$ cat src/design/i2cram_pkg.sv
`default_nettype none
// ---------------------------------------------------------------------------
// i2cram_pkg
// Shared types and codes for the I2C register access master.
// ---------------------------------------------------------------------------
package i2cram_pkg;

  // Command codes carried in the action field
  localparam logic [1:0] ACT_TICK  = 2'd0;
  localparam logic [1:0] ACT_PROBE = 2'd1;
  localparam logic [1:0] ACT_WRITE = 2'd2;
  localparam logic [1:0] ACT_READ  = 2'd3;

  // Transaction status codes
  localparam logic [1:0] ST_OK      = 2'd0;
  localparam logic [1:0] ST_NO_ACK  = 2'd1;
  localparam logic [1:0] ST_INV_ARG = 2'd2;

  // Longest read accepted in one transaction
  localparam logic [2:0] MAX_READ_BYTES = 3'd4;

  // Target address after reset
  localparam logic [6:0] DEV_ADDR_RESET = 7'h6d;

  // One bus quantum request
  typedef struct packed {
    logic [1:0] action;
    logic [7:0] reg_addr;
    logic [7:0] wdata;
    logic [2:0] read_len;
    logic       sda_in;
  } item_t;

  // Line drive and flags for one quantum
  typedef struct packed {
    logic       scl_out;
    logic       sda_out;
    logic       busy_res;
    logic       byte_valid;
    logic [7:0] rdata;
    logic       done_res;
    logic [1:0] status;
  } res_t;

endpackage : i2cram_pkg
`default_nettype wire

$ cat src/design/i2cram_in_reg.sv
`default_nettype none
// ---------------------------------------------------------------------------
// i2cram_in_reg
// Input register: holds one request until the sequencer takes it.
// ---------------------------------------------------------------------------
module i2cram_in_reg (
  input  wire logic             clk,
  input  wire logic             rst,
  input  wire logic             in_valid,
  output logic                  in_stall,
  input  wire i2cram_pkg::item_t in_item,
  input  wire logic             take,
  output logic                  held_valid,
  output i2cram_pkg::item_t     held_item
);

  logic load;

  assign in_stall = held_valid & ~take;
  assign load     = in_valid & ~in_stall;

  always_ff @(posedge clk) begin
    if (rst) begin
      held_valid <= 1'b0;
    end else if (load) begin
      held_valid <= 1'b1;
    end else if (take) begin
      held_valid <= 1'b0;
    end
  end

  always_ff @(posedge clk) begin
    if (load) begin
      held_item <= in_item;
    end
  end

endmodule : i2cram_in_reg
`default_nettype wire

$ cat src/design/i2cram_seq.sv
`default_nettype none
// ---------------------------------------------------------------------------
// i2cram_seq
// Bus sequencer: advances one quantum per request, drives SCL/SDA.
// ---------------------------------------------------------------------------
module i2cram_seq (
  input  wire logic              clk,
  input  wire logic              rst,
  input  wire logic              step,
  input  wire i2cram_pkg::item_t item,
  input  wire logic [6:0]        device_addr,
  output i2cram_pkg::res_t       res
);

  typedef enum logic [3:0] {
    PH_IDLE, PH_START1, PH_ADDR_W, PH_REG, PH_VALUE,
    PH_START2, PH_ADDR_R, PH_READ, PH_STOP_OK, PH_STOP_NACK
  } phase_t;

  phase_t     phase, phase_next, target;
  logic [1:0] tick_step, tick_step_next;
  logic [2:0] bit_count, bit_count_next;
  logic [7:0] shift_byte, shift_byte_next;
  logic [2:0] bytes_left, bytes_left_next;
  logic [1:0] command_kind, command_kind_next;
  logic [7:0] latched_reg, latched_reg_next;
  logic [7:0] latched_value, latched_value_next;
  logic [1:0] line_drive, line_drive_next;
  logic       in_ack_slot, in_ack_slot_next;
  logic       ack_seen, ack_seen_next;
  logic       enter;
  logic       scl, sda;

  always_comb begin
    phase_next         = phase;
    tick_step_next     = tick_step;
    bit_count_next     = bit_count;
    shift_byte_next    = shift_byte;
    bytes_left_next    = bytes_left;
    command_kind_next  = command_kind;
    latched_reg_next   = latched_reg;
    latched_value_next = latched_value;
    line_drive_next    = line_drive;
    in_ack_slot_next   = in_ack_slot;
    ack_seen_next      = ack_seen;
    enter              = 1'b0;
    target             = PH_IDLE;
    scl                = line_drive[1];
    sda                = line_drive[0];
    res                = '0;

    // command start, only from idle
    if (phase == PH_IDLE && item.action != i2cram_pkg::ACT_TICK) begin
      if (item.action == i2cram_pkg::ACT_READ &&
          (item.read_len == 3'd0 || item.read_len > i2cram_pkg::MAX_READ_BYTES)) begin
        res.done_res = 1'b1;
        res.status   = i2cram_pkg::ST_INV_ARG;
      end else begin
        command_kind_next  = item.action;
        latched_reg_next   = item.reg_addr;
        latched_value_next = item.wdata;
        bytes_left_next    = (item.action == i2cram_pkg::ACT_READ) ? item.read_len : 3'd0;
        phase_next         = PH_START1;
        tick_step_next     = 2'd0;
        bit_count_next     = 3'd7;
        in_ack_slot_next   = 1'b0;
        ack_seen_next      = 1'b0;
        shift_byte_next    = 8'd0;
      end
    end

    if (phase_next != PH_IDLE) begin
      res.busy_res = 1'b1;
      case (phase_next)
        PH_START1, PH_START2: begin
          scl = (tick_step_next < 2'd2);
          sda = (tick_step_next == 2'd0);
          if (tick_step_next == 2'd2) begin
            enter  = 1'b1;
            target = (phase_next == PH_START1) ? PH_ADDR_W : PH_ADDR_R;
          end else begin
            tick_step_next = tick_step_next + 2'd1;
          end
        end
        PH_STOP_OK, PH_STOP_NACK: begin
          scl = (tick_step_next != 2'd0);
          sda = (tick_step_next == 2'd2);
          if (tick_step_next == 2'd2) begin
            res.done_res = 1'b1;
            res.status   = (phase_next == PH_STOP_NACK) ? i2cram_pkg::ST_NO_ACK
                                                        : i2cram_pkg::ST_OK;
            enter  = 1'b1;
            target = PH_IDLE;
          end else begin
            tick_step_next = tick_step_next + 2'd1;
          end
        end
        default: begin
          scl = (tick_step_next == 2'd1);
          if (!in_ack_slot_next) begin
            if (phase_next == PH_READ) begin
              sda = 1'b1;
              if (tick_step_next == 2'd1) begin
                shift_byte_next = {shift_byte_next[6:0], item.sda_in};
                if (bit_count_next == 3'd0) begin
                  res.byte_valid = 1'b1;
                  res.rdata      = shift_byte_next;
                end
              end
            end else begin
              sda = shift_byte_next[bit_count_next];
            end
            if (tick_step_next == 2'd2) begin
              tick_step_next = 2'd0;
              if (bit_count_next == 3'd0) begin
                in_ack_slot_next = 1'b1;
              end else begin
                bit_count_next = bit_count_next - 3'd1;
              end
            end else begin
              tick_step_next = tick_step_next + 2'd1;
            end
          end else begin
            // ACK slot: master acks all but the last read byte
            if (phase_next == PH_READ) begin
              sda = ~(tick_step_next != 2'd2 && bytes_left_next > 3'd1);
            end else begin
              sda = 1'b1;
              if (tick_step_next == 2'd1) begin
                ack_seen_next = ~item.sda_in;
              end
            end
            if (tick_step_next == 2'd2) begin
              enter = 1'b1;
              if (phase_next == PH_READ) begin
                if (bytes_left_next != 3'd0) begin
                  bytes_left_next = bytes_left_next - 3'd1;
                end
                target = (bytes_left_next == 3'd0) ? PH_STOP_OK : PH_READ;
              end else if (!ack_seen_next) begin
                target = PH_STOP_NACK;
              end else begin
                case (phase_next)
                  PH_ADDR_W: target = (command_kind_next == i2cram_pkg::ACT_PROBE)
                                      ? PH_STOP_OK : PH_REG;
                  PH_REG:    target = (command_kind_next == i2cram_pkg::ACT_WRITE)
                                      ? PH_VALUE : PH_START2;
                  PH_VALUE:  target = PH_STOP_OK;
                  default:   target = PH_READ;
                endcase
              end
            end else begin
              tick_step_next = tick_step_next + 2'd1;
            end
          end
        end
      endcase
      line_drive_next = {scl, sda};
    end

    // next phase entry: reset counters and load the byte to send
    if (enter) begin
      phase_next       = target;
      tick_step_next   = 2'd0;
      bit_count_next   = 3'd7;
      in_ack_slot_next = 1'b0;
      ack_seen_next    = 1'b0;
      case (target)
        PH_ADDR_W: shift_byte_next = {device_addr, 1'b0};
        PH_ADDR_R: shift_byte_next = {device_addr, 1'b1};
        PH_REG:    shift_byte_next = latched_reg_next;
        PH_VALUE:  shift_byte_next = latched_value_next;
        default:   shift_byte_next = 8'd0;
      endcase
    end

    res.scl_out = scl;
    res.sda_out = sda;
  end

  always_ff @(posedge clk) begin
    if (rst) begin
      phase         <= PH_IDLE;
      tick_step     <= 2'd0;
      bit_count     <= 3'd7;
      shift_byte    <= 8'd0;
      bytes_left    <= 3'd0;
      command_kind  <= i2cram_pkg::ACT_TICK;
      latched_reg   <= 8'd0;
      latched_value <= 8'd0;
      line_drive    <= 2'b11;
      in_ack_slot   <= 1'b0;
      ack_seen      <= 1'b0;
    end else if (step) begin
      phase         <= phase_next;
      tick_step     <= tick_step_next;
      bit_count     <= bit_count_next;
      shift_byte    <= shift_byte_next;
      bytes_left    <= bytes_left_next;
      command_kind  <= command_kind_next;
      latched_reg   <= latched_reg_next;
      latched_value <= latched_value_next;
      line_drive    <= line_drive_next;
      in_ack_slot   <= in_ack_slot_next;
      ack_seen      <= ack_seen_next;
    end
  end

endmodule : i2cram_seq
`default_nettype wire

$ cat src/design/i2cram_out_reg.sv
`default_nettype none
// ---------------------------------------------------------------------------
// i2cram_out_reg
// Result register: holds one result request until the sink takes it.
// ---------------------------------------------------------------------------
module i2cram_out_reg (
  input  wire logic             clk,
  input  wire logic             rst,
  input  wire logic             held_valid,
  input  wire i2cram_pkg::res_t res_in,
  output logic                  take,
  output logic                  out_valid,
  input  wire logic             out_stall,
  output i2cram_pkg::res_t      res_out
);

  // free when empty or being drained this cycle
  assign take = held_valid & (~out_valid | ~out_stall);

  always_ff @(posedge clk) begin
    if (rst) begin
      out_valid <= 1'b0;
    end else if (take) begin
      out_valid <= 1'b1;
    end else if (!out_stall) begin
      out_valid <= 1'b0;
    end
  end

  always_ff @(posedge clk) begin
    if (take) begin
      res_out <= res_in;
    end
  end

endmodule : i2cram_out_reg
`default_nettype wire

$ cat src/design/i2c_register_access_master_core.sv
`default_nettype none
// ---------------------------------------------------------------------------
// i2c_register_access_master_core
// I2C master for probe, register write and register read over open-drain
// SCL/SDA, one bus quantum (a third of a bit period) per input request.
// ---------------------------------------------------------------------------
// Path: the input register holds the request, then the sequencer step lands
// in the result register.
// Throughput: one request per cycle; the sequencer takes one quantum step
// per cycle, limited only by stall on the result side.
// Reset: synchronous, active high; sequencer idle with both line drives released
// (result register contents not reset), device_addr back to 0x6d, both pipeline registers empty.
// ---------------------------------------------------------------------------
module i2c_register_access_master_core (
  input  wire logic       clk,
  input  wire logic       rst,
  // input requests
  input  wire logic       in_valid,
  output logic            in_stall,
  input  wire logic [1:0] action,
  input  wire logic [7:0] reg_addr,
  input  wire logic [7:0] wdata,
  input  wire logic [2:0] read_len,
  input  wire logic       sda_in,
  // result requests
  output logic            out_valid,
  input  wire logic       out_stall,
  output logic            scl_out,
  output logic            sda_out,
  output logic            busy_res,
  output logic            byte_valid,
  output logic [7:0]      rdata,
  output logic            done_res,
  output logic [1:0]      status,
  // device address register
  input  wire logic       cfg_valid,
  output logic            cfg_ready,
  input  wire logic [6:0] cfg_data
);

  i2cram_pkg::item_t in_item;
  i2cram_pkg::item_t held_item;
  i2cram_pkg::res_t  step_res;
  i2cram_pkg::res_t  res_q;
  logic              held_valid;
  logic              take;
  logic [6:0]        device_addr;

  assign in_item.action   = action;
  assign in_item.reg_addr = reg_addr;
  assign in_item.wdata    = wdata;
  assign in_item.read_len = read_len;
  assign in_item.sda_in   = sda_in;

  // Config writes must only land while idle; the block does not enforce it and is always ready.
  assign cfg_ready = 1'b1;

  always_ff @(posedge clk) begin
    if (rst) begin
      device_addr <= i2cram_pkg::DEV_ADDR_RESET;
    end else if (cfg_valid && cfg_ready) begin
      device_addr <= cfg_data;
    end
  end

  // Stage 1: capture the request
  i2cram_in_reg u_in_reg (
    .clk        (clk),
    .rst        (rst),
    .in_valid   (in_valid),
    .in_stall   (in_stall),
    .in_item    (in_item),
    .take       (take),
    .held_valid (held_valid),
    .held_item  (held_item)
  );

  // Sequencer: one bus quantum per taken request; state moves with take
  i2cram_seq u_seq (
    .clk         (clk),
    .rst         (rst),
    .step        (take),
    .item        (held_item),
    .device_addr (device_addr),
    .res         (step_res)
  );

  // Stage 2: result register towards the sink
  i2cram_out_reg u_out_reg (
    .clk        (clk),
    .rst        (rst),
    .held_valid (held_valid),
    .res_in     (step_res),
    .take       (take),
    .out_valid  (out_valid),
    .out_stall  (out_stall),
    .res_out    (res_q)
  );

  assign scl_out    = res_q.scl_out;
  assign sda_out    = res_q.sda_out;
  assign busy_res   = res_q.busy_res;
  assign byte_valid = res_q.byte_valid;
  assign rdata      = res_q.rdata;
  assign done_res   = res_q.done_res;
  assign status     = res_q.status;

endmodule : i2c_register_access_master_core
`default_nettype wire
$ cat config.mk
export PLATFORM = sky130hd
export DESIGN_NAME = i2c_register_access_master_core
export DESIGN_NICKNAME = d
export VERILOG_FILES = /design/src/design/i2cram_pkg.sv /design/src/design/i2cram_in_reg.sv /design/src/design/i2cram_seq.sv /design/src/design/i2cram_out_reg.sv /design/src/design/i2c_register_access_master_core.sv
export SDC_FILE = /design/constraint.sdc
export NUM_CORES = 1
export LEC_CHECK = 0
export ABC_AREA = 0
export BUFFER_PORTS_ARGS = -buffer_cell sky130_fd_sc_hd__clkbuf_2
export CORE_ASPECT_RATIO = 1.2
export CORE_MARGIN = 5
export CORE_UTILIZATION = 45
export CTS_CLUSTER_SIZE = 40
export DETAILED_ROUTE_END_ITERATION = 16
export PLACE_DENSITY = 0.65
export SLEW_MARGIN = 25
export SYNTH_ARGS = -nofsm -noshare
export SYNTH_HDL_FRONTEND = slang
export SYNTH_SLANG_ARGS = --single-unit
export TNS_END_PERCENT = 30
$ cat constraint.sdc
create_clock -name clk -period 4.2 [get_ports clk]
set_input_delay 0.42 -clock clk [delete_from_list [all_inputs] [get_ports clk]]
set_output_delay 0.42 -clock clk [all_outputs]
set_load 0.03 [all_outputs]
==> results.md, run 1 <==
Cells and area:
- The finished layout holds 667 standard cells, fillers aside.
- The register with the most flip-flops in the layout has 22 of them.
- The top cell types in the final layout, fill and taps aside, are 89 x sky130_fd_sc_hd__nand2_1, 51 x sky130_fd_sc_hd__dfxtp_1, 50 x sky130_fd_sc_hd__clkbuf_2.
- The final net count is 581.
- Leaving out fill and tap cells, the most frequent cell in the layout is sky130_fd_sc_hd__nand2_1.
- The number of diodes added for antenna fixing is 0.
- The multi-input combinational cells in the finished layout cover a total of 2230 um2.
- Cells with a size suffix above 1 make up 17.2% of the layout.
- The flip-flop and latch area is 2130 um2.
- In the final layout, the registers with the most flip-flops are u_in_reg.held_item: 22 flops, u_out_reg.res_out: 15 flops.
- The signed area change from the synthesized netlist to the final layout is 16.0%.
- Counting flops per register, the top entry is u_in_reg.held_item.
- The number of fill cells is 934.

Synth:
- The synthesized netlist contains 63 unique library cells.
- The async set or reset register ratio after synthesis is 0%.
- In this run the biggest area consumer among cell types represents 24.6% of the synthesized area.
- The synthesized instance count is 490.
- Yosys printed 0 warnings.
- The most frequently used flop master after synthesis is sky130_fd_sc_hd__dfxtp_1.
- The dominant cell type by area after synthesis is sky130_fd_sc_hd__edfxtp_1.
- The number of nets in the synthesized netlist is 535.
- After synthesis, the cell types taking the most area are sky130_fd_sc_hd__edfxtp_1 25%, sky130_fd_sc_hd__dfxtp_1 23%, sky130_fd_sc_hd__nand2_1 7.4%, sky130_fd_sc_hd__a21oi_1 4.2%, sky130_fd_sc_hd__mux2i_1 3.1%.
- Counting flops with a built-in enable in the synthesized netlist gives 37.
- The total of flip-flops plus latches after synthesis is 88.
- For this run, the register share of the synthesized area comes to 47.2%.
- After synthesis the cells add up to 4520 um2.
- The average footprint of a synthesized cell is 9.22 um2.

Route:
- The pre-antenna-repair detailed-routing pass consisted of 5 iterations.
- The via total after detailed routing is 3842.
- The antenna violation net count after detailed routing is 0.
- The mean routed wirelength per cell is 16.7 um.
- The post-route DRC violation count is 0.
- The final layout contains routed wiring with a total length of 11.2 mm.
- The via density per instance is 5.76.
- The first routing iteration left 356 violations.

Worst hold path:
- In this run the most critical hold path is launched from reg_addr[0].
- The min-delay analysis places its worst path in the category input port to flop.

Timing:
- Setup violations remaining at the end of the flow were counted as 0.
- Setup repair after global routing left no endpoint under its margin.
- The worst relative slew slack is 38.4%.
- The highest clock frequency the design can meet is 274 MHz.
- The final setup TNS is 0 ns.
- The pin slew with the least headroom to its limit is 0.921 ns.
- The count of final hold-check violations is 0.
- The max-slew violation count is 0.
- Clock skew on the completed layout was measured at 0.00504 ns.
- The final period utilization is 86.9%.
- For the finished layout, the period the worst path requires is 3.65 ns.

Global routing:
- The via count of the first global-routing pass is 3659.
- The residual overflow from global routing is 0.
- The initial antenna violation count came to 0.
- The global-route wire length before repair is 18.0 mm.
- Global routing used 18.6% of the available tracks.
- The maximum number of pins on one net before global-route repair is 41.

Power:
- The combinational share of power is 11.2%.
- The total power divided by cell area is 392 nW/um2.
- The largest vdd supply drop is 0.225 mV.
- The share of total power dissipated in the clock network is 42.3%.
- The power share of the sequential group is 46.5%.
- The leakage power is 2.05 nW.
- The internal power consumption is 1.55 mW.
- For this design the total switching power over the nets is 0.502 mW.
- The switching share of total power is 24.5%.

Worst setup path:
- The startpoint of the worst setup timing path is u_seq.phase[0]$_SDFFE_PP0P_.
- The top cell family by delay on the critical path is compound AO/OA/AOI/OAI gates.
- Traced cell by cell, the critical path runs through nor4_4 > and2_1 > nand2_1 > nand2_1 > ha_1 > inv_1 > nor2_1 > a21oi_1 > a211oi_2 > a32oi_1 > a211oi_1 > a221o_1.
- The beginning of the worst register-to-register path is u_seq.phase[0]$_SDFFE_PP0P_.
- By instance count, the cell type seen most on the critical path is sky130_fd_sc_hd__nand2_1.
- Data on the critical path arrives at its endpoint at 3.94 ns.
- For this run, the slowest stage of the critical path takes 0.57 ns.
- The required time of the worst setup path is 4.48 ns.
- The largest individual stage delay along the critical path comes from the cell sky130_fd_sc_hd__a211oi_2.
- STA classifies the critical path startpoint as a flop.
- The number of buffer and inverter instances along the worst setup path is 1.
- The endpoint type of the worst setup path is a flop.
- The critical path in this run is classified as flop to flop.
- The maximum fanout along the worst path is 14.

Clocking:
- The clock reaches the later pin of the worst-skew pair after 0.34 ns.
- Counting along the longest clock path gives a buffer depth of 2.
- Once the clock tree was built, the resizer swapped 0 gates to a different size.
- The CTS buffer count is 9.
- The TritonCTS clock tree is done.
- Clock-pin slew was measured on the worst setup and hold paths at 0.06 ns.
- CTS placed an instance of sky130_fd_sc_hd__clkbuf_16 at the clock tree root.
- The clock net sink count is 88.
- CTS built an H-tree with a depth of 3.
- In this run the post-CTS setup repair buffer count came out at 0.
- The total of hold buffers inserted after clock tree synthesis is 0.

Run status:
- The run finished with clean final reports.

Floorplanning:
- The die covers 12200 um2.
- During I/O placement, the number of pins put on the boundary was 52.
- The starting utilization of the core area is 45.6%.
- The core region is 9910 um2.
- After floorplanning, the core was divided into 40 placement rows.
- The horizontal extent of the die is 101 um.
- The die is 120 um tall.

Placed design:
- Summed over all nets, the half-perimeter wirelength after detailed placement is 8.05 mm.
- The number of port buffers is 50.
- The number of placed instances, taps included, is 651.
- The congestion estimate from routability-driven global placement came to 0.953.

Run:
- Across the run, the number of max-cap violations was 0.
-- path summary, 6_finish.rpt --
kind                                  endpoint  slack (ns)  cells after the start
max           u_seq.shift_byte[1]$_SDFFE_PP0P_        0.55                     12
min           u_in_reg.held_item[12]$_DFFE_PP_        0.25                      1
min reg2reg  u_seq.latched_reg[4]$_SDFFE_PP0P_        0.45                      2
max reg2reg   u_seq.shift_byte[1]$_SDFFE_PP0P_        0.55                     12
-- final cells by class --
type                       instances  area share [%]
sequential                        88            40.7
clock inverter                     6            1.72
timing repair buffer              61            6.35
multi-input combinational        361            42.6
tap                              126            3.01
inverter                          15            1.07
clock buffer                      10            4.56
-- synthesized netlist by cell type, types with 7 or more instances --
cell and instances:
sky130_fd_sc_hd__inv_1 15, sky130_fd_sc_hd__edfxtp_1 37, sky130_fd_sc_hd__clkbuf_1 21, sky130_fd_sc_hd__a221o_1 8
sky130_fd_sc_hd__nand3_1 11, sky130_fd_sc_hd__o21ai_0 16, sky130_fd_sc_hd__nand2_1 89, sky130_fd_sc_hd__a31oi_1 7
sky130_fd_sc_hd__and3_1 13, sky130_fd_sc_hd__nor2b_1 7, sky130_fd_sc_hd__ha_1 11, sky130_fd_sc_hd__a211oi_1 7
sky130_fd_sc_hd__mux2i_1 14, sky130_fd_sc_hd__dfxtp_1 51, sky130_fd_sc_hd__a21oi_1 38, sky130_fd_sc_hd__nor2_1 36
sky130_fd_sc_hd__and2_1 7
-- through the flow --
step	area, um2	power (mW)	setup WS [ns]	util, %	hold slack, ns
floorplan	4520	1.12	0.764	-	0.432
global placement	4910	1.20	0.905	49.5	0.437
detailed placement	4910	1.20	0.715	49.5	0.444
CTS	5240	2.06	0.680	52.8	0.245
global route	5240	2.12	0.208	52.9	0.246
finish	5240	2.05	0.550	52.9	0.251
-- metal layers --
layer	part of all wire [%]	global-route usage, %	vias up
met5	0	0	-
li1	-	-	1895
met4	3.0	9.06	0
met2	48	30.9	139
met1	43	23.4	1777
met3	5.4	2.79	31
-- power by group through the flow --
stage	combinational, mW	clock, mW	sequential (mW)
after floorplan	0.143	0	0.982
after global placement	0.225	0	0.972
after detailed placement	0.227	0	0.974
after CTS	0.228	0.881	0.955
after global routing	0.252	0.909	0.959
final	0.230	0.869	0.955
-- kinds of logic (layout without fill, tap and decap cells) --
| family | Yosys count | count (layout) | share of synthesized area [%] |
|---|---|---|---|
| AND/OR/NAND/NOR | 199 | 199 | 21.2 |
| AO/OA/AOI/OAI | 127 | 127 | 19.1 |
| flip-flops | 88 | 88 | 47.2 |
| buffers and inverters | 41 | 92 | 3.57 |
| multiplexers | 22 | 22 | 5.59 |
| adder cells (fa/ha/maj) | 11 | 11 | 3.05 |
| other | 1 | 1 | 0.0830 |
| XOR/XNOR | 1 | 1 | 0.194 |
No activity file was read; power rests on OpenSTA's default activity.
==> run 2, diff against run 1 <==
Clock period 4.2 ns to 3.7 ns, I/O delays scaled along.
==> run 2 against run 1 <==
  * Sequential share of layout area shrank 0.44 points
  * First-iteration DRC count decreased by 19%
  * Fmax increased by 8.3%
  * Register-to-register slack got worse by 0.22 ns
  * Critical endpoint is now u_seq.shift_byte[2]$_SDFFE_PP0P_
==> results.md, run 2 (synthesis gave the netlist of run 1 again) <==
Power:
- Summed over all cells, the static leakage comes to 2.08 nW.
- The design draws 2.38 mW.
- Dividing total power by cell area gives a power density of 449 nW/um2.
- VDD sags by at most 0.290 mV.

Cells and area:
- The register with the most flip-flops in the layout has 22 of them.
- The final net count is 587.
- The count of non-filler cells in the finished layout is 672.
- 0 antenna diodes ended up in the layout.
- Measured on the finished design, the core utilization comes to 53.5%.
- The register with the highest flop count is u_in_reg.held_item.
- Summing all non-filler instances in the final layout gives an area of 5300 um2.
- Leaving out fill and tap cells, the most frequent cell in the layout is sky130_fd_sc_hd__nand2_1.
- The area growth from synthesis to layout is 17.3%.
- In the layout the commonest cells are 89 x sky130_fd_sc_hd__nand2_1, 51 x sky130_fd_sc_hd__dfxtp_1, 50 x sky130_fd_sc_hd__clkbuf_2.
- The largest registers in the layout are u_in_reg.held_item: 22 flops, u_out_reg.res_out: 15 flops.
- Cells with a size suffix above 1 make up 18.1% of the layout.

Worst setup path:
- Grouping stages by cell kind, the critical path spends the most delay in compound AO/OA/AOI/OAI gates.
- The capturing element of the worst setup path is u_seq.shift_byte[2]$_SDFFE_PP0P_.
- The worst setup path is captured at a flop.
- The sort of element at the start of the critical path is a flop.
- The number of buffer and inverter instances along the worst setup path is 2.
- The library cell contributing the largest single delay on the critical path is sky130_fd_sc_hd__edfxtp_1.
- The class of the most critical setup path is flop to flop.
- In this run the worst path has a maximum fanout of 6.
- STA puts the critical path data required time at 3.98 ns.
- The number of logic stages on the critical path including buffering is 13.
- The endpoint identified for the worst register-to-register timing path is u_seq.shift_byte[2]$_SDFFE_PP0P_.
- The cell depth of the worst flop-to-flop path is 13.
- The peak per-stage delay on the critical path is 0.47 ns.
- Data on the critical path arrives at its endpoint at 3.65 ns.
- The critical path starts at u_in_reg.held_item[2]$_DFFE_PP_.
- The beginning of the worst register-to-register path is u_in_reg.held_item[2]$_DFFE_PP_.
- Traced cell by cell, the critical path runs through or3_4 > a21o_1 > nand2_1 > nand2_1 > inv_1 > ha_1 > inv_1 > a22o_1 > a22o_1 > a31oi_2 > a32oi_1 > a211oi_1 > a221o_1.
- The worst setup slack for register-to-register paths is 0.33 ns.

Timing:
- The final critical delay including setup and external delays is 3.37 ns.
- Derived from the worst setup path, the maximum achievable clock frequency is 297 MHz.
- Setup repair after global routing left no endpoint under its margin.
- In the finished design, the share of the clock period the worst path needs comes to 91.1%.
- Summed over all failing endpoints, the final setup total negative slack is 0 ns.
- The number of setup violations in the final report is 0.
- The minimum hold slack is 0.204 ns.
- The clock skew is 0.00398 ns.
- The max-slew violation count was 0.
- Setup slack on the critical path of the routed design comes to 0.330 ns.
- The count of final hold-check violations is 0.
- The worst relative slew slack is 29.2%.
- The pin slew with the least headroom to its limit is 1.05 ns.

Global routing:
- The global-route wire length before repair is 18.4 mm.
- The maximum number of pins on one net before global-route repair is 41.
- Global routing used 19.2% of the available tracks.
- The via count of the first global-routing pass is 3649.
- For this run the aggregate overflow at the end of global routing stands at 0.
- The initial antenna violation count came to 0.

Route:
- The final layout contains routed wiring with a total length of 11.4 mm.
- The number of design-rule violations left by the first detailed-router iteration is 288.
- The antenna violation net count after detailed routing is 0.
- In the final routed layout, each cell accounts on average for 17.0 um.
- For this run, the detailed router's first-pass iteration total came to 6.
- The post-route DRC violation count is 0.
- The via total after detailed routing is 3887.
- In the routed layout, each cell is associated on average with a via count of 5.78.

Clocking:
- Once the clock tree was built, the setup fixing pass inserted 0 buffers.
- Counting the buffers created by CTS gives 9.
- After clock tree synthesis, the clock-pin slew on the worst setup and hold paths is 0.06 ns.
- The root buffer cell chosen for the clock tree is sky130_fd_sc_hd__clkbuf_16.
- The TritonCTS clock tree is done.
- The clock passes through at most 2 buffers.
- The clock net sink count is 88.
- Clock latency on the worst-skew pair, taken at its later pin, is 0.34 ns.
- For this design, the CTS-stage hold fixing added 0 buffers.
- The number of levels in the clock H-tree is 3.

Placed design:
- At the end of routability-driven placement, the weighted congestion stood at 0.890.
- Including well taps, the total number of placed cells is 657.
- The number of port buffers is 50.
- In this run the cell area measured after placement is 4950 um2.
- Prior to clock tree synthesis, the placed netlist has a worst setup slack of 0.274 ns.
- The half-perimeter wire length of the detailed placement result is 8.27 mm.

Run status:
- The flow ran to the end, and the final reports show no timing, DRC or antenna violations.

Floorplanning:
- The number of top-level pins is 52.
- After floorplanning, the core was sized to cover 9910 um2.
- From bottom edge to top edge, the die measures 120 um.
- The floorplan has 40 rows.
- The horizontal extent of the die is 101 um.
- The initial utilization of the core area, before any placement, comes to 45.6%.
- The die footprint is 12200 um2.

Worst hold path:
- The min-delay analysis places its worst path in the category input port to flop.

Run:
- Across the run, the number of max-cap violations was 0.
[run 2: cell types whose count changed in the layout (fill, tap and decap cells not counted)]
cell                        previous run  this run
sky130_fd_sc_hd__inv_8                 0         1
sky130_fd_sc_hd__a31oi_1               7         6
sky130_fd_sc_hd__clkinv_4              1         0
sky130_fd_sc_hd__clkinv_1              1         0
sky130_fd_sc_hd__clkbuf_8              1         0
sky130_fd_sc_hd__clkinv_2              0         1
sky130_fd_sc_hd__a31oi_2               0         1
sky130_fd_sc_hd__buf_4                11        17
sky130_fd_sc_hd__clkbuf_1              0         1
sky130_fd_sc_hd__bufinv_16             2         3
sky130_fd_sc_hd__inv_6                 2         0
[run 2: metal layers]
layer  up-vias  global-route usage, %  wire length [um]
met4         0                   7.98               353
met2       126                   30.0              5300
met3        29                   3.49               589
li1       1900                      -                 -
met5         -                      0                 0
met1      1832                   25.9              5190
[run 2: timing repair]
item                                    CTS  global route
resized for setup                         0             1
endpoints found under the setup margin    0             4
hold endpoints to repair                  0             0
[run 2: worst min path at each step]
stage,cells past startpoint,from,to
after floorplan,2,u_seq.tick_step[0]$_SDFFE_PP0P_,u_seq.tick_step[0]$_SDFFE_PP0P_
after global routing,1,reg_addr[2],u_in_reg.held_item[14]$_DFFE_PP_
after detailed placement,2,u_seq.latched_reg[2]$_SDFFE_PP0P_,u_seq.latched_reg[2]$_SDFFE_PP0P_
final,1,reg_addr[6],u_in_reg.held_item[18]$_DFFE_PP_
after CTS,1,reg_addr[7],u_in_reg.held_item[19]$_DFFE_PP_
after global placement,2,u_seq.latched_reg[6]$_SDFFE_PP0P_,u_seq.latched_reg[6]$_SDFFE_PP0P_
[run 2: worst reg2reg max path, stage by stage (launching register included)]
cell and delay, ns:
sky130_fd_sc_hd__edfxtp_1 0.47, sky130_fd_sc_hd__or3_4 0.46, sky130_fd_sc_hd__a21o_1 0.22, sky130_fd_sc_hd__nand2_1 0.10
sky130_fd_sc_hd__nand2_1 0.11, sky130_fd_sc_hd__inv_1 0.10, sky130_fd_sc_hd__ha_1 0.25, sky130_fd_sc_hd__inv_1 0.11
sky130_fd_sc_hd__a22o_1 0.24, sky130_fd_sc_hd__a22o_1 0.24, sky130_fd_sc_hd__a31oi_2 0.30, sky130_fd_sc_hd__a32oi_1 0.28
sky130_fd_sc_hd__a211oi_1 0.30, sky130_fd_sc_hd__a221o_1 0.14
[run 2: area by class of cell]
cell class                      count  area [um2]
Fill cell                         942        4610
Multi-Input combinational cell    361        2240
Sequential cell                    88        2130
Timing Repair Buffer               67         378
Clock buffer                       10         229
Tap cell                          126         158
Clock inverter                      5         106
Inverter                           15        56.3
[run 2: power by group]
group / internal (mW) / leakage (nW) / switching (mW)
clock: 0.660 / 0.164 / 0.366
combinational: 0.0940 / 1.15 / 0.179
sequential: 1.06 / 0.767 / 0.0244
==> run 3, diff against run 2 <==
Settings changed: ABC_AREA 0 to 1.
==> run 3 against run 2 <==
  * Via count down 2.0%
  * Critical path type unchanged
  * Synthesized cell count rose by 16%
  * Sequential share of layout area grew 0.54 points
  * Hold slack worse by 0.0020 ns
  * Register-to-register slack improved by 0.30 ns
  * Largest power group unchanged
==> results.md, run 3 <==
Run status:
- The run finished with clean final reports.

Worst hold path:
- The class of the most critical hold timing path is input port to flop.
- The hold path depth is 1.

Floorplanning:
- The number of top-level pins is 52.
- The starting utilization of the core area is 45.8%.
- The floorplan step defined a core boundary enclosing 10000 um2.
- The die height is 121 um.
- The die footprint is 12300 um2.
- Row generation in the floorplan step produced 40 rows.
- In this run the horizontal extent of the chip is 102 um.

Synth:
- By instance count, the leading cell after synthesis is sky130_fd_sc_hd__nand2_1.
- In this run, distinct cell masters in the synthesized netlist total 40.
- Synthesis inferred 88 register bits.
- Dividing the synthesized area by the synthesized cell count gives 8.07 um2.
- The commonest cells after synthesis are 120 x sky130_fd_sc_hd__nand2_1, 71 x sky130_fd_sc_hd__inv_1, 53 x sky130_fd_sc_hd__a21oi_1, 51 x sky130_fd_sc_hd__dfxtp_1, 51 x sky130_fd_sc_hd__o21ai_0.
- The number of nets in the synthesized netlist is 613.
- The most frequently used flop master after synthesis is sky130_fd_sc_hd__dfxtp_1.
- The share of the synthesized area in the top cell type is 24.2%.
- The number of warning messages in the yosys log is 0.
- The synthesized instance count is 568.
- Ranked by total cell area, the synthesized netlist is headed by sky130_fd_sc_hd__edfxtp_1 24%, sky130_fd_sc_hd__dfxtp_1 22%, sky130_fd_sc_hd__nand2_1 9.8%, sky130_fd_sc_hd__inv_1 5.8%, sky130_fd_sc_hd__a21oi_1 5.8%.
- The largest total area in the synthesized netlist belongs to sky130_fd_sc_hd__edfxtp_1.
- The netlist area before placement is 4590 um2.
- The async set or reset register ratio after synthesis is 0%.
- The sequential cell area fraction in the yosys report is 46.5%.
- Counting flops with a built-in enable in the synthesized netlist gives 37.

Cells and area:
- The finished cells cover 5230 um2.
- The register with the highest flop count is u_in_reg.held_item.
- The register with the most flip-flops in the layout has 22 of them.
- The final net count is 659.
- Of the cells placed in the final design, the portion with a size suffix greater than 1 is 17.6%.
- The most common library cell in the layout ignoring fill and taps is sky130_fd_sc_hd__nand2_1.
- The largest registers in the layout are u_in_reg.held_item: 22 flops, u_out_reg.res_out: 15 flops.
- Once layout is complete, the utilization of the core stands at 52.2%.
- The number of diodes added for antenna fixing is 0.
- After filler insertion, the fill cell instance count of the layout stands at 975.
- The library cells used most frequently in the layout, excluding fill and tap cells, are 120 x sky130_fd_sc_hd__nand2_1, 71 x sky130_fd_sc_hd__inv_1, 53 x sky130_fd_sc_hd__a21oi_1.
- The signed area change from the synthesized netlist to the final layout is 14.0%.

Route:
- The via density per instance is 5.12.
- Once detail routing completed, the nets flagged for antenna violations numbered 0.
- The first-pass iteration count of the detailed router is 5.
- The number of design-rule violations left by the first detailed-router iteration is 227.
- The via total after detailed routing is 3811.
- The mean routed wirelength per cell is 13.0 um.
- The routed design has 9.67 mm of wire.
- The post-route DRC violation count is 0.

Clocking:
- The root buffer cell is sky130_fd_sc_hd__clkbuf_16.
- The total of hold buffers inserted after clock tree synthesis is 0.
- The number of buffers on the longest clock path is 2.
- The H-tree was split into 3 levels.
- The post-CTS setup buffer count is 0.
- The clock latency at the later pin of the worst-skew pair is 0.34 ns.
- The number of gates resized after CTS was 0.
- In this run, CTS created clock tree buffers numbering 9.
- The clock net sink count is 88.
- TritonCTS built the clock tree.
- After clock tree synthesis, the clock-pin slew on the worst setup and hold paths is 0.06 ns.

Placed design:
- In this run the tool buffered the top-level ports with 50 buffer cells.
- The congestion estimate from routability-driven global placement came to 0.909.
- Detailed placement finished with a half-perimeter wire length of 7.24 mm.
- The area of placed instances is 4930 um2.

Worst setup path:
- The cell depth of the worst flop-to-flop path is 18.
- The required time of the worst setup path is 3.96 ns.
- The number of logic stages on the critical path including buffering is 18.
- STA classifies the critical path endpoint as a flop.
- Broken down by cell family, the worst path's largest delay share belongs to simple AND/OR/NAND/NOR gates.
- Among all stages on the critical path, the largest delay is contributed by sky130_fd_sc_hd__edfxtp_1.
- The class of the most critical setup path is flop to flop.
- Traced cell by cell, the critical path runs through nand2_1 > clkinv_1 > nand3_4 > nand2_8 > inv_4 > nor2_1 > inv_1 > ha_1 > nand2_1 > a21oi_2 > nand3b_1 > nand2_1 > nand3_2 > nand2_4 > nand4_1 > nand3_1 > nand2_1 > a21oi_1.
- The number of buffers and inverters on the critical path is 3.
- The cell occurring most often along the worst timing path is sky130_fd_sc_hd__nand2_1.
- The sort of element at the start of the critical path is a flop.
- Along the worst path, the maximum fanout reaches 43.
- The largest single stage delay on the critical path is 0.42 ns.
- The data arrival time of the critical path is 3.34 ns.

Timing:
- The final period utilization is 83.1%.
- Setup repair after global routing left no endpoint under its margin.
- The max-slew violation count is 0.
- Based on the critical path, the design can be clocked at up to 325 MHz.
- The number of setup violations in the final report is 0.
- The final setup TNS is 0 ns.
- The worst path needs 3.07 ns of the cycle, external delays included.
- The count of final hold-check violations is 0.
- At the pin with the least slew margin, the transition time is 0.858 ns.
- The clock skew is 0.00528 ns.
- The worst relative slew slack is 42.7%.

Global routing:
- The residual overflow from global routing is 0.
- The via count of the first global-routing pass is 3601.
- The first global-routing pass estimated 16.6 mm of wire.
- The overall global routing resource usage is 17.0%.
- The initial antenna violation count was 0.
- The maximum number of pins on one net before global-route repair is 44.

Power:
- The overall power is 2.31 mW.
- VDD sags by at most 0.254 mV.
- Power spread over the standard cell area amounts to 441 nW/um2.
- The analysis attributes to cell leakage a power of 2.19 nW.

Run:
- The max capacitance violation total is 0.
[run 3: cell types whose count changed in the layout (fill, tap and decap cells not counted), sizes merged, moves of 8 or more]
cell    before  now
buf         17    3
o21ai       18   52
and3        13    0
mux2i       14    0
nand3       11   34
nand2       89  135
a21oi       39   55
a211oi       9    0
inv         16   81
nor2        37   52
a221o        8    0
[run 3: worst reg2reg max path, delay by kind of cell (launching register included)]
kind,cells,cell delay (ns)
buffers and inverters,3,0.58
DFF,1,0.42
and+or+nand+nor,12,1.39
adders and majority gates,1,0.20
AOI/OAI and AO/OA,2,0.41
[run 3: logic make-up (layout without fill, tap and decap cells)]
logic type,count (synthesis),in the layout,synth area share (%)
AO/OA/AOI/OAI,130,130,15.9
adder cells (fa/ha/maj),11,11,3.00
buffers and inverters,98,149,8.43
flip-flops,88,88,46.5
other,1,1,0.0818
AND/OR/NAND/NOR,240,240,26.1
[run 3: layout make-up]
type	count	area, um2	share of cell area [%]
timing repair buffer	53	273	5.22
clock inverter	7	70.1	1.34
sequential	88	2130	40.8
clock buffer	9	225	4.31
multi-input combinational	382	2070	39.5
inverter	80	303	5.79
tap	126	158	3.02
[run 3: path summary, 6_finish.rpt]
check | startpoint | to | slack [ns]
worst min-delay path | wdata[6] | u_in_reg.held_item[10]$_DFFE_PP_ | 0.20
worst max-delay path | u_in_reg.held_item[21]$_DFFE_PP_ | u_seq.shift_byte[2]$_SDFFE_PP0P_ | 0.63
worst min register to register | u_seq.latched_reg[6]$_SDFFE_PP0P_ | u_seq.latched_reg[6]$_SDFFE_PP0P_ | 0.45
worst max register to register | u_in_reg.held_item[21]$_DFFE_PP_ | u_seq.shift_byte[2]$_SDFFE_PP0P_ | 0.63
[run 3: routing by layer]
layer	wire length (um)	vias to the layer above	GRT usage (%)	part of all wire (%)
met5	0	-	0	0
li1	-	1978	-	-
met2	4730	87	28.2	49
met3	442	18	3.46	4.6
met1	4240	1728	21.1	44
met4	255	0	7.71	2.6
[run 3: metrics by stage]
step | instances | setup slack (ns) | hold WS [ns]
floorplan | 568 | 0.917 | 0.425
global placement | 729 | 0.758 | 0.434
detailed placement | 729 | 0.660 | 0.440
CTS | 745 | 0.652 | 0.189
global route | 745 | 0.216 | 0.182
finish | 745 | 0.625 | 0.202
[run 3: where the power goes]
part           internal (mW)  switching (mW)  total [mW]
clock                  0.523           0.371       0.894
combinational         0.0944           0.226       0.321
sequential              1.07          0.0229        1.09
